`config.mk`:
```
export PLATFORM = sky130hd
export DESIGN_NAME = rv32i_instruction_decoder
export DESIGN_NICKNAME = d
export VERILOG_FILES = /design/src/design/rv32d_pkg.sv /design/src/design/rv32i_instruction_decoder.sv
export SDC_FILE = /design/constraint.sdc
export NUM_CORES = 1
export LEC_CHECK = 0
export ABC_AREA = 0
export BUFFER_PORTS_ARGS = -buffer_cell sky130_fd_sc_hd__buf_2
export CORE_AREA = 2 2 108 99
export DETAILED_ROUTE_END_ITERATION = 12
export DIE_AREA = 0 0 110 101
export PLACE_DENSITY = 0.88
export SYNTH_ARGS = -nofsm -noshare
export SYNTH_HDL_FRONTEND = slang
export SYNTH_SLANG_ARGS = --single-unit
```
`constraint.sdc`:
```
create_clock -name clk -period 5.98 [get_ports clk]
set_input_delay 0.299 -clock clk [delete_from_list [all_inputs] [get_ports clk]]
set_output_delay 0.299 -clock clk [all_outputs]
set_load 0.02 [all_outputs]
```
`src/design/rv32d_pkg.sv`:
```
// Shared constants for the RV32I decoder: opcodes, mnemonic codes and format codes.
// Depends on nothing; imported by the decoder top level.
package rv32d_pkg;

  // Major opcodes, bits 6:0 of the word.
  localparam logic [6:0] OPC_OP     = 7'h33;
  localparam logic [6:0] OPC_OP_IMM = 7'h13;
  localparam logic [6:0] OPC_LOAD   = 7'h03;
  localparam logic [6:0] OPC_SYSTEM = 7'h73;
  localparam logic [6:0] OPC_JALR   = 7'h67;
  localparam logic [6:0] OPC_STORE  = 7'h23;
  localparam logic [6:0] OPC_BRANCH = 7'h63;
  localparam logic [6:0] OPC_JAL    = 7'h6F;
  localparam logic [6:0] OPC_LUI    = 7'h37;
  localparam logic [6:0] OPC_AUIPC  = 7'h17;
  localparam logic [6:0] OPC_FENCE  = 7'h0F;

  localparam logic [6:0] F7_ZERO = 7'h00;
  localparam logic [6:0] F7_ALT  = 7'h20;

  // Instruction format codes.
  localparam logic [2:0] FMT_R = 3'd0;
  localparam logic [2:0] FMT_I = 3'd1;
  localparam logic [2:0] FMT_S = 3'd2;
  localparam logic [2:0] FMT_B = 3'd3;
  localparam logic [2:0] FMT_U = 3'd4;
  localparam logic [2:0] FMT_J = 3'd5;

  // Dense mnemonic codes; zero means the word is not recognized.
  localparam logic [5:0] MN_UNKNOWN = 6'd0;
  localparam logic [5:0] MN_LUI     = 6'd1;
  localparam logic [5:0] MN_AUIPC   = 6'd2;
  localparam logic [5:0] MN_JAL     = 6'd3;
  localparam logic [5:0] MN_JALR    = 6'd4;
  localparam logic [5:0] MN_BEQ     = 6'd5;
  localparam logic [5:0] MN_BNE     = 6'd6;
  localparam logic [5:0] MN_BLT     = 6'd7;
  localparam logic [5:0] MN_BGE     = 6'd8;
  localparam logic [5:0] MN_BLTU    = 6'd9;
  localparam logic [5:0] MN_BGEU    = 6'd10;
  localparam logic [5:0] MN_LB      = 6'd11;
  localparam logic [5:0] MN_LH      = 6'd12;
  localparam logic [5:0] MN_LW      = 6'd13;
  localparam logic [5:0] MN_LBU     = 6'd14;
  localparam logic [5:0] MN_LHU     = 6'd15;
  localparam logic [5:0] MN_SB      = 6'd16;
  localparam logic [5:0] MN_SH      = 6'd17;
  localparam logic [5:0] MN_SW      = 6'd18;
  localparam logic [5:0] MN_ADDI    = 6'd19;
  localparam logic [5:0] MN_SLTI    = 6'd20;
  localparam logic [5:0] MN_SLTIU   = 6'd21;
  localparam logic [5:0] MN_XORI    = 6'd22;
  localparam logic [5:0] MN_ORI     = 6'd23;
  localparam logic [5:0] MN_ANDI    = 6'd24;
  localparam logic [5:0] MN_SLLI    = 6'd25;
  localparam logic [5:0] MN_SRLI    = 6'd26;
  localparam logic [5:0] MN_SRAI    = 6'd27;
  localparam logic [5:0] MN_ADD     = 6'd28;
  localparam logic [5:0] MN_SUB     = 6'd29;
  localparam logic [5:0] MN_SLL     = 6'd30;
  localparam logic [5:0] MN_SLT     = 6'd31;
  localparam logic [5:0] MN_SLTU    = 6'd32;
  localparam logic [5:0] MN_XOR     = 6'd33;
  localparam logic [5:0] MN_SRL     = 6'd34;
  localparam logic [5:0] MN_SRA     = 6'd35;
  localparam logic [5:0] MN_OR      = 6'd36;
  localparam logic [5:0] MN_AND     = 6'd37;
  localparam logic [5:0] MN_FENCE   = 6'd38;
  localparam logic [5:0] MN_FENCE_I = 6'd39;
  localparam logic [5:0] MN_ECALL   = 6'd40;
  localparam logic [5:0] MN_EBREAK  = 6'd41;
  localparam logic [5:0] MN_CSRRW   = 6'd42;
  localparam logic [5:0] MN_CSRRS   = 6'd43;
  localparam logic [5:0] MN_CSRRC   = 6'd44;

  // Opcode class found in the first stage.
  typedef enum logic [3:0] {
    CLS_NONE,
    CLS_LUI,
    CLS_AUIPC,
    CLS_JAL,
    CLS_JALR,
    CLS_BRANCH,
    CLS_LOAD,
    CLS_STORE,
    CLS_OP_IMM,
    CLS_OP,
    CLS_FENCE,
    CLS_SYSTEM
  } op_class_t;

endpackage

```
`src/design/rv32i_instruction_decoder.sv`:
```
// RV32I instruction decoder: three-stage pipeline from instruction word to decoded fields.
// Depends on rv32d_pkg for opcodes, mnemonic codes and format codes.
// Throughput: one word per cycle when the output is not stalled; each stage holds one word
// and moves as soon as the stage after it is empty or draining, so a stall at the output
// loses and repeats nothing.
// Reset (synchronous, active high) clears the three stage valid bits; payload is not reset.
module rv32i_instruction_decoder (
  input  logic               clk,
  input  logic               rst,
  input  logic               in_valid,
  output logic               in_ready,
  input  logic [31:0]        instruction,
  output logic               out_valid,
  input  logic               out_ready,
  output logic [5:0]         mnemonic,
  output logic [2:0]         format_kind,
  output logic [4:0]         dest_reg,
  output logic [4:0]         src1_reg,
  output logic [4:0]         src2_reg,
  output logic signed [31:0] immediate,
  output logic [11:0]        csr_address
);
  import rv32d_pkg::*;

  // Stage 1 holds the word and its opcode class.
  // Stage 2 holds the word, the mnemonic and the format.
  // Stage 3 is the output register with the selected immediate.
  logic        v1;
  logic        v2;
  logic        v3;
  logic [31:0] word1;
  logic [31:0] word2;
  op_class_t   cls1;
  op_class_t   cls_next;
  logic [5:0]  mn2;
  logic [2:0]  fmt2;
  logic [5:0]  mn_next;
  logic [2:0]  fmt_next;
  logic [31:0] imm_next;

  logic adv1;
  logic adv2;
  logic adv3;

  // A stage may load when it is empty or when its own word moves on in this cycle.
  assign adv3     = !v3 || out_ready;
  assign adv2     = !v2 || adv3;
  assign adv1     = !v1 || adv2;
  assign in_ready = adv1;
  assign out_valid = v3;

  // Stage 1: classify the major opcode.
  always_comb begin
    case (instruction[6:0])
      OPC_LUI:    cls_next = CLS_LUI;
      OPC_AUIPC:  cls_next = CLS_AUIPC;
      OPC_JAL:    cls_next = CLS_JAL;
      OPC_JALR:   cls_next = CLS_JALR;
      OPC_BRANCH: cls_next = CLS_BRANCH;
      OPC_LOAD:   cls_next = CLS_LOAD;
      OPC_STORE:  cls_next = CLS_STORE;
      OPC_OP_IMM: cls_next = CLS_OP_IMM;
      OPC_OP:     cls_next = CLS_OP;
      OPC_FENCE:  cls_next = CLS_FENCE;
      OPC_SYSTEM: cls_next = CLS_SYSTEM;
      default:    cls_next = CLS_NONE;
    endcase
  end

  // Stage 2: resolve funct3, funct7 and the system fields into a mnemonic.
  logic [2:0]  f3;
  logic [6:0]  f7;
  logic        sys_zero;
  logic [11:0] csr_f;

  assign f3       = word1[14:12];
  assign f7       = word1[31:25];
  assign csr_f    = word1[31:20];
  assign sys_zero = (word1[11:7] == 5'd0) && (word1[19:15] == 5'd0);

  always_comb begin
    mn_next = MN_UNKNOWN;
    case (cls1)
      CLS_LUI:   mn_next = MN_LUI;
      CLS_AUIPC: mn_next = MN_AUIPC;
      CLS_JAL:   mn_next = MN_JAL;
      CLS_JALR:  mn_next = (f3 == 3'd0) ? MN_JALR : MN_UNKNOWN;
      CLS_BRANCH: begin
        case (f3)
          3'd0:    mn_next = MN_BEQ;
          3'd1:    mn_next = MN_BNE;
          3'd4:    mn_next = MN_BLT;
          3'd5:    mn_next = MN_BGE;
          3'd6:    mn_next = MN_BLTU;
          3'd7:    mn_next = MN_BGEU;
          default: mn_next = MN_UNKNOWN;
        endcase
      end
      CLS_LOAD: begin
        case (f3)
          3'd0:    mn_next = MN_LB;
          3'd1:    mn_next = MN_LH;
          3'd2:    mn_next = MN_LW;
          3'd4:    mn_next = MN_LBU;
          3'd5:    mn_next = MN_LHU;
          default: mn_next = MN_UNKNOWN;
        endcase
      end
      CLS_STORE: begin
        case (f3)
          3'd0:    mn_next = MN_SB;
          3'd1:    mn_next = MN_SH;
          3'd2:    mn_next = MN_SW;
          default: mn_next = MN_UNKNOWN;
        endcase
      end
      CLS_OP_IMM: begin
        case (f3)
          3'd0:    mn_next = MN_ADDI;
          3'd1:    mn_next = (f7 == F7_ZERO) ? MN_SLLI : MN_UNKNOWN;
          3'd2:    mn_next = MN_SLTI;
          3'd3:    mn_next = MN_SLTIU;
          3'd4:    mn_next = MN_XORI;
          3'd5: begin
            if (f7 == F7_ZERO) mn_next = MN_SRLI;
            else if (f7 == F7_ALT) mn_next = MN_SRAI;
            else mn_next = MN_UNKNOWN;
          end
          3'd6:    mn_next = MN_ORI;
          default: mn_next = MN_ANDI;
        endcase
      end
      CLS_OP: begin
        if (f7 == F7_ZERO) begin
          case (f3)
            3'd0:    mn_next = MN_ADD;
            3'd1:    mn_next = MN_SLL;
            3'd2:    mn_next = MN_SLT;
            3'd3:    mn_next = MN_SLTU;
            3'd4:    mn_next = MN_XOR;
            3'd5:    mn_next = MN_SRL;
            3'd6:    mn_next = MN_OR;
            default: mn_next = MN_AND;
          endcase
        end else if (f7 == F7_ALT) begin
          if (f3 == 3'd0) mn_next = MN_SUB;
          else if (f3 == 3'd5) mn_next = MN_SRA;
          else mn_next = MN_UNKNOWN;
        end
      end
      CLS_FENCE: begin
        if (f3 == 3'd0) mn_next = MN_FENCE;
        else if (f3 == 3'd1) mn_next = MN_FENCE_I;
        else mn_next = MN_UNKNOWN;
      end
      CLS_SYSTEM: begin
        case (f3)
          3'd0: begin
            if (sys_zero && csr_f == 12'd0) mn_next = MN_ECALL;
            else if (sys_zero && csr_f == 12'd1) mn_next = MN_EBREAK;
            else mn_next = MN_UNKNOWN;
          end
          3'd1:    mn_next = MN_CSRRW;
          3'd2:    mn_next = MN_CSRRS;
          3'd3:    mn_next = MN_CSRRC;
          default: mn_next = MN_UNKNOWN;
        endcase
      end
      default: mn_next = MN_UNKNOWN;
    endcase
  end

  // An unrecognized word reports the R format, which also zeroes its immediate.
  always_comb begin
    case (cls1)
      CLS_LUI, CLS_AUIPC: fmt_next = FMT_U;
      CLS_JAL:            fmt_next = FMT_J;
      CLS_BRANCH:         fmt_next = FMT_B;
      CLS_STORE:          fmt_next = FMT_S;
      CLS_OP, CLS_NONE:   fmt_next = FMT_R;
      default:            fmt_next = FMT_I;
    endcase
    if (mn_next == MN_UNKNOWN) fmt_next = FMT_R;
  end

  // Stage 3: assemble the immediate of the format.
  always_comb begin
    case (fmt2)
      FMT_I:   imm_next = {{20{word2[31]}}, word2[31:20]};
      FMT_S:   imm_next = {{20{word2[31]}}, word2[31:25], word2[11:7]};
      FMT_B:   imm_next = {{20{word2[31]}}, word2[7], word2[30:25], word2[11:8], 1'b0};
      FMT_U:   imm_next = {word2[31:12], 12'd0};
      FMT_J:   imm_next = {{12{word2[31]}}, word2[19:12], word2[20], word2[30:21], 1'b0};
      default: imm_next = 32'd0;
    endcase
  end

  always_ff @(posedge clk) begin
    if (rst) begin
      v1 <= 1'b0;
      v2 <= 1'b0;
      v3 <= 1'b0;
    end else begin
      if (adv1) v1 <= in_valid;
      if (adv2) v2 <= v1;
      if (adv3) v3 <= v2;
    end
    if (adv1 && in_valid) begin
      word1 <= instruction;
      cls1  <= cls_next;
    end
    if (adv2 && v1) begin
      word2 <= word1;
      mn2   <= mn_next;
      fmt2  <= fmt_next;
    end
    if (adv3 && v2) begin
      mnemonic    <= mn2;
      format_kind <= fmt2;
      dest_reg    <= word2[11:7];
      src1_reg    <= word2[19:15];
      src2_reg    <= word2[24:20];
      immediate   <= imm_next;
      csr_address <= word2[31:20];
    end
  end

endmodule
```
=== Yosys cells after proc, flatten, opt, wreduce, memory -nomap -nowiden ===
Index checks and enable logic that the tools add are counted.

* Logic and storage cells: 94
* ROM bits: 0
* Bits in latches: 0
* Memories: 0
* Register bits after elaboration: 148
* Bits in writable memories: 0

* $add $sub $neg: 0
* Bitwise operators: 0
* Shift-type cells: 0
* Muxes and demuxes: 22
* Eq/ne operators: 36
* Reductions and logical operators: 21
* Div/mod/pow operators: 0
* Multiply operators: 0
* Magnitude comparators: 0

{| class="wikitable"
|+ Operators with widths
! operator !! count
|-
| $pmux W32 S5 || 1
|-
| $pmux W6 S11 || 1
|-
| $mux W6 || 8
|-
| $pmux W4 S11 || 1
|-
| $pmux W6 S7 || 1
|-
| $pmux W5 S7 || 1
|-
| $eq A7 B6 Y1 const B || 4
|-
| $eq A7 B7 Y1 const B || 4
|-
| $pmux W4 S6 || 1
|-
| $pmux W6 S4 || 1
|-
| $pmux W4 S5 || 1
|-
| $eq A3 B3 Y1 const B || 6
|-
| $eq A4 B3 Y1 const B || 4
|-
| $eq A4 B4 Y1 const B || 4
|-
| $mux W5 || 3
|-
| $pmux W3 S5 || 1
|-
| $pmux W5 S3 || 1
|-
| $eq A7 B5 Y1 const B || 2
|-
| $eq A12 B1 Y1 const B || 1
|-
| $eq A3 B2 Y1 const B || 4
|-
| $logic_not A12 Y1 || 1
|-
| $logic_not A5 Y1 || 2
|-
| $eq A4 B2 Y1 const B || 2
|-
| $eq A7 B2 Y1 const B || 1
|-
| other kinds (12) || 23
|}

=== Depth between registers and ports, before layout ===
* Depth in word-level cells: 8
* Mapped depth: 9
* Gate-level depth less buffers: 8

=== Least setup slack after synthesis ===
No wires, ideal clock.

* Path type: flip-flop to flip-flop
* Start: register v3, in the netlist out_valid
* End: register csr_address[10] (enable)
* Required time: 5,488 ps
* Period minus slack after synthesis: 3,866 ps
* Path buffers: 0
* Arrival: 3,374 ps
* Slack: 2,114 ps
* Cell stages (with the launch flop): 3
* Cell sequence: dfxtp_1 > nor2b_1 > nor2b_1

* Cells in the longest elaborated chain, start to end: 3

{| class="wikitable"
|+ Ends and longest elaborated chain
! item !! RTL line !! source
|-
| from (decl) || rv32i_instruction_decoder.sv:30 || <nowiki>logic v3;</nowiki>
|-
| from (signal assigned) || rv32i_instruction_decoder.sv:206 || <nowiki>if (adv3) v3 <= v2;</nowiki>
|-
| $logic_not A1 Y1 || rv32i_instruction_decoder.sv:46 || <nowiki>assign adv3 = !v3 || out_ready;</nowiki>
|-
| $logic_or A1 B1 Y1 || rv32i_instruction_decoder.sv:46 ||
|-
| $logic_and A1 B1 Y1 || rv32i_instruction_decoder.sv:217 || <nowiki>if (adv3 && v2) begin</nowiki>
|-
| to (signal assigned) || rv32i_instruction_decoder.sv:224 || <nowiki>csr_address <= word2[31:20];</nowiki>
|-
| to (decl) || rv32i_instruction_decoder.sv:21 || <nowiki>output logic [11:0] csr_address</nowiki>
|}

Every way passes these cells.
A chain may end at the register's enable or synchronous reset.

=== Worst setup path after layout ===
* Start: register word1[13]
* End: register fmt2[0], data pin

* Cells in the longest elaborated chain, start to end: 7
* Elaborated cells on any way between the ends: 23
* Classes of those cells: eq/ne: 7; mux: 14; reduce/logical: 2

{| class="wikitable"
|+ Ends and longest elaborated chain
! item !! RTL line !! source
|-
| from (decl) || rv32i_instruction_decoder.sv:31 || <nowiki>logic [31:0] word1;</nowiki>
|-
| from (signal assigned) || rv32i_instruction_decoder.sv:209 || <nowiki>word1 <= instruction;</nowiki>
|-
| $eq A3 B3 Y1 || - ||
|-
| $mux W6 || rv32i_instruction_decoder.sv:147 || <nowiki>else if (f3 == 3'd5) mn_next = MN_SRA;</nowiki>
|-
| $mux W6 || rv32i_instruction_decoder.sv:146 || <nowiki>if (f3 == 3'd0) mn_next = MN_SUB;</nowiki>
|-
| $mux W6 || rv32i_instruction_decoder.sv:145 || <nowiki>end else if (f7 == F7_ALT) begin</nowiki>
|-
| $mux W6 || rv32i_instruction_decoder.sv:134 || <nowiki>if (f7 == F7_ZERO) begin</nowiki>
|-
| $pmux W6 S11 (*) || rv32i_instruction_decoder.sv:83 || <nowiki>case (cls1)</nowiki>
|-
| $logic_not A6 Y1 (*) || rv32i_instruction_decoder.sv:183 || <nowiki>if (mn_next == MN_UNKNOWN) fmt_next = FMT_R;</nowiki>
|-
| to (signal assigned) || rv32i_instruction_decoder.sv:215 || <nowiki>fmt2 <= fmt_next;</nowiki>
|-
| to (decl) || rv32i_instruction_decoder.sv:36 || <nowiki>logic [2:0] fmt2;</nowiki>
|}

Every way passes the cells marked *; elsewhere a longest branch is shown, timed or not.

==> metrics <==
Slew HR 10.4%; share of the yosys chip area belonging to registers 71.8%; Placed Area 0.00593 mm²; Post-CTS Setup Inserts 0; DR iter-0 viols 534; FF-to-FF Start word1[13]; total gr overflow 0; nets 524; DRC Markers 0; Tcrit/Tclk final 45.9%; layout cells sized above 1 31.7%; top cell type's share of synthesized area 70.6%; Largest Register immediate; CTS sink cnt 129; Commonest cells post-synth 126 x edfxtp_1, 21 x a21o_1, 19 x nor2_1; CTS tree yes; routed vias 3617; Largest regs immediate (32), word1 (25), word2 (25); GRT Util Overall 23.3%; status completed; Avg WL per Cell 19.3 µm; routed wire length 12.1 mm; maxcap violations 0; leading area contributor after synthesis edfxtp_1; Hold Crit Start in_valid; FMAX 365 MHz; Least-Margin Pin Slew 1.34 ns; minimum clock period 2.74 ns; HPWL Detailed 7.12 mm; Root Buffer clkbuf_8; # hold bufs at CTS 26; DR pass1 iterations 5; Post-Syn Area 0.00536 mm²; largest net degree at the start of global routing 64; Setup-failing EPs final 0; Mapped Cells 357; top-count cell post-synth edfxtp_1; Power Density 331 mW/mm²; setup TNS 0 ns; Final Hold Fails 0; Syn Area/Cell 15.0 µm²; Detail Route Antenna Nets 0; Largest register FFs 32; crit path DAT 3.01 ns; via/cell ratio 5.77; EDFF count, synth 126; Worst EP required 6.24 ns; routability cong. 0.893; Layout Skew 0.0108 ns; Layout fillers 614; Yosys warning count 0; final hold slack 0.0886 ns; area grow syn2layout 25.9%; Starting Density 53.4%; CP startpoint word1[13]; Worst IR Drop VDD 0.000209 V; Core Rows 35; Synth Flop Type edfxtp_1; wire length of the first global-routing pass 19.0 mm; # resized after CTS 0; n_diodes 0; # H-tree levels 4; syn nets 396; worst reg2reg setup slack 3.24 ns; Die Wd 110 µm; Die Y 101 µm; IO Port Bufs 105; Slew Viols, Final 0; async set-reset flop share out of synthesis 0%; vias in the first global route 3564; Synth area leaders edfxtp_1 71%, a21o_1 2.9%, nor2b_1 1.8%; Worst Setup End Kind register; initial antenna violation count 0; unrepaired setup endpoints after global routing false; critical path fanouts, max 25; design area 0.00674 mm²; I/O Pins 106; Startpoint Class register; clk buf depth 2; Clock Latency Late Sink 0.53 ns; CTS clk-pin slew, worst paths 0.06 ns; Yosys cell types 65; Hold WC Path Type in -> reg; Synth Register Bits 129; Leak 2.59 nW; CTS Buf Count 17; Placeable Area 0.0100 mm²; Worst Setup Path Type reg -> reg; total die area 0.0111 mm²
==> per-stage QoR <==
step                      utilization [%]  setup WS, ns  power (mW)  instances
after floorplan                         -          2.11        1.21        357
after global placement               59.1          3.41        1.25        569
after detailed placement             59.1          3.38        1.26        569
after CTS                            67.2          3.36        2.22        627
after global routing                 67.2          3.08        2.31        627
final                                67.2          3.24        2.23        627
==> report_power, final <==
group / total (mW) / leakage (nW) / switching, mW / internal (mW)
combinational: 0.172 / 1.13 / 0.0993 / 0.0728
sequential: 1.09 / 1.19 / 0.0414 / 1.05
clock: 0.972 / 0.270 / 0.441 / 0.530
total: 2.23 / 2.59 / 0.582 / 1.65
==> cell type report <==
type | instances | area [µm²] | area share [%]
Inverter | 7 | 26.3 | 0.390
Clock buffer | 17 | 414 | 6.14
Clock inverter | 15 | 140 | 2.08
Timing Repair Buffer | 132 | 793 | 11.8
Multi-Input combinational cell | 198 | 1360 | 20.2
Tap cell | 129 | 161 | 2.39
Sequential cell | 129 | 3840 | 57.0
==> routing by layer <==
metal  routed length, µm  vias to the layer above  track usage, %
met1                4690                     1741            29.1
met5                   0                        -               0
li1                    -                     1632               -
met4                 292                        0            9.83
met3                 931                       28            5.37
met2                6200                      216            38.9
==> logic make-up (layout without fill, tap and decap cells) <==
| logic type | Yosys count | after routing | synth area share (%) |
|---|---|---|---|
| simple gates | 108 | 108 | 12.2 |
| buf+inv | 30 | 171 | 3.43 |
| xor+xnor | 3 | 3 | 0.491 |
| fa+ha+maj | 4 | 4 | 0.888 |
| flops | 129 | 129 | 71.8 |
| mux | 2 | 2 | 0.397 |
| compound gates | 81 | 81 | 10.8 |
==> layout by cell type, fill, tap and decap left out, types with 4 or more instances in the layout <==
cell type and count:
o21ai_0 8, a21oi_1 12, a21o_1 21, nor3_1 7, nand3b_1 4, a31oi_1 5
clkbuf_16 16, nor3b_1 4, inv_1 7, or2_2 5, nand2b_1 7, a22o_1 5
nor2b_1 14, buf_2 105, and2_1 10, nand3_1 7, edfxtp_1 126, nor2_1 19
dlygate4sd3_1 26, inv_6 8, nand2_1 10
==> critical path, stage by stage (launching register included) <==
cell	delay [ns]
edfxtp_1	0.89
nand2b_1	0.23
o22ai_1	0.10
a2111oi_0	0.62
nand4_1	0.24
nor4_2	0.26
a21oi_1	0.14
==> path summary, 6_finish.rpt <==
kind	end	depth (start not counted)
worst max-delay path	fmt2[0]	6
worst min-delay path	v1	3
worst max register to register	fmt2[0]	6
worst min register to register	mnemonic[5]	0
(Power assumes the default switching activity.)
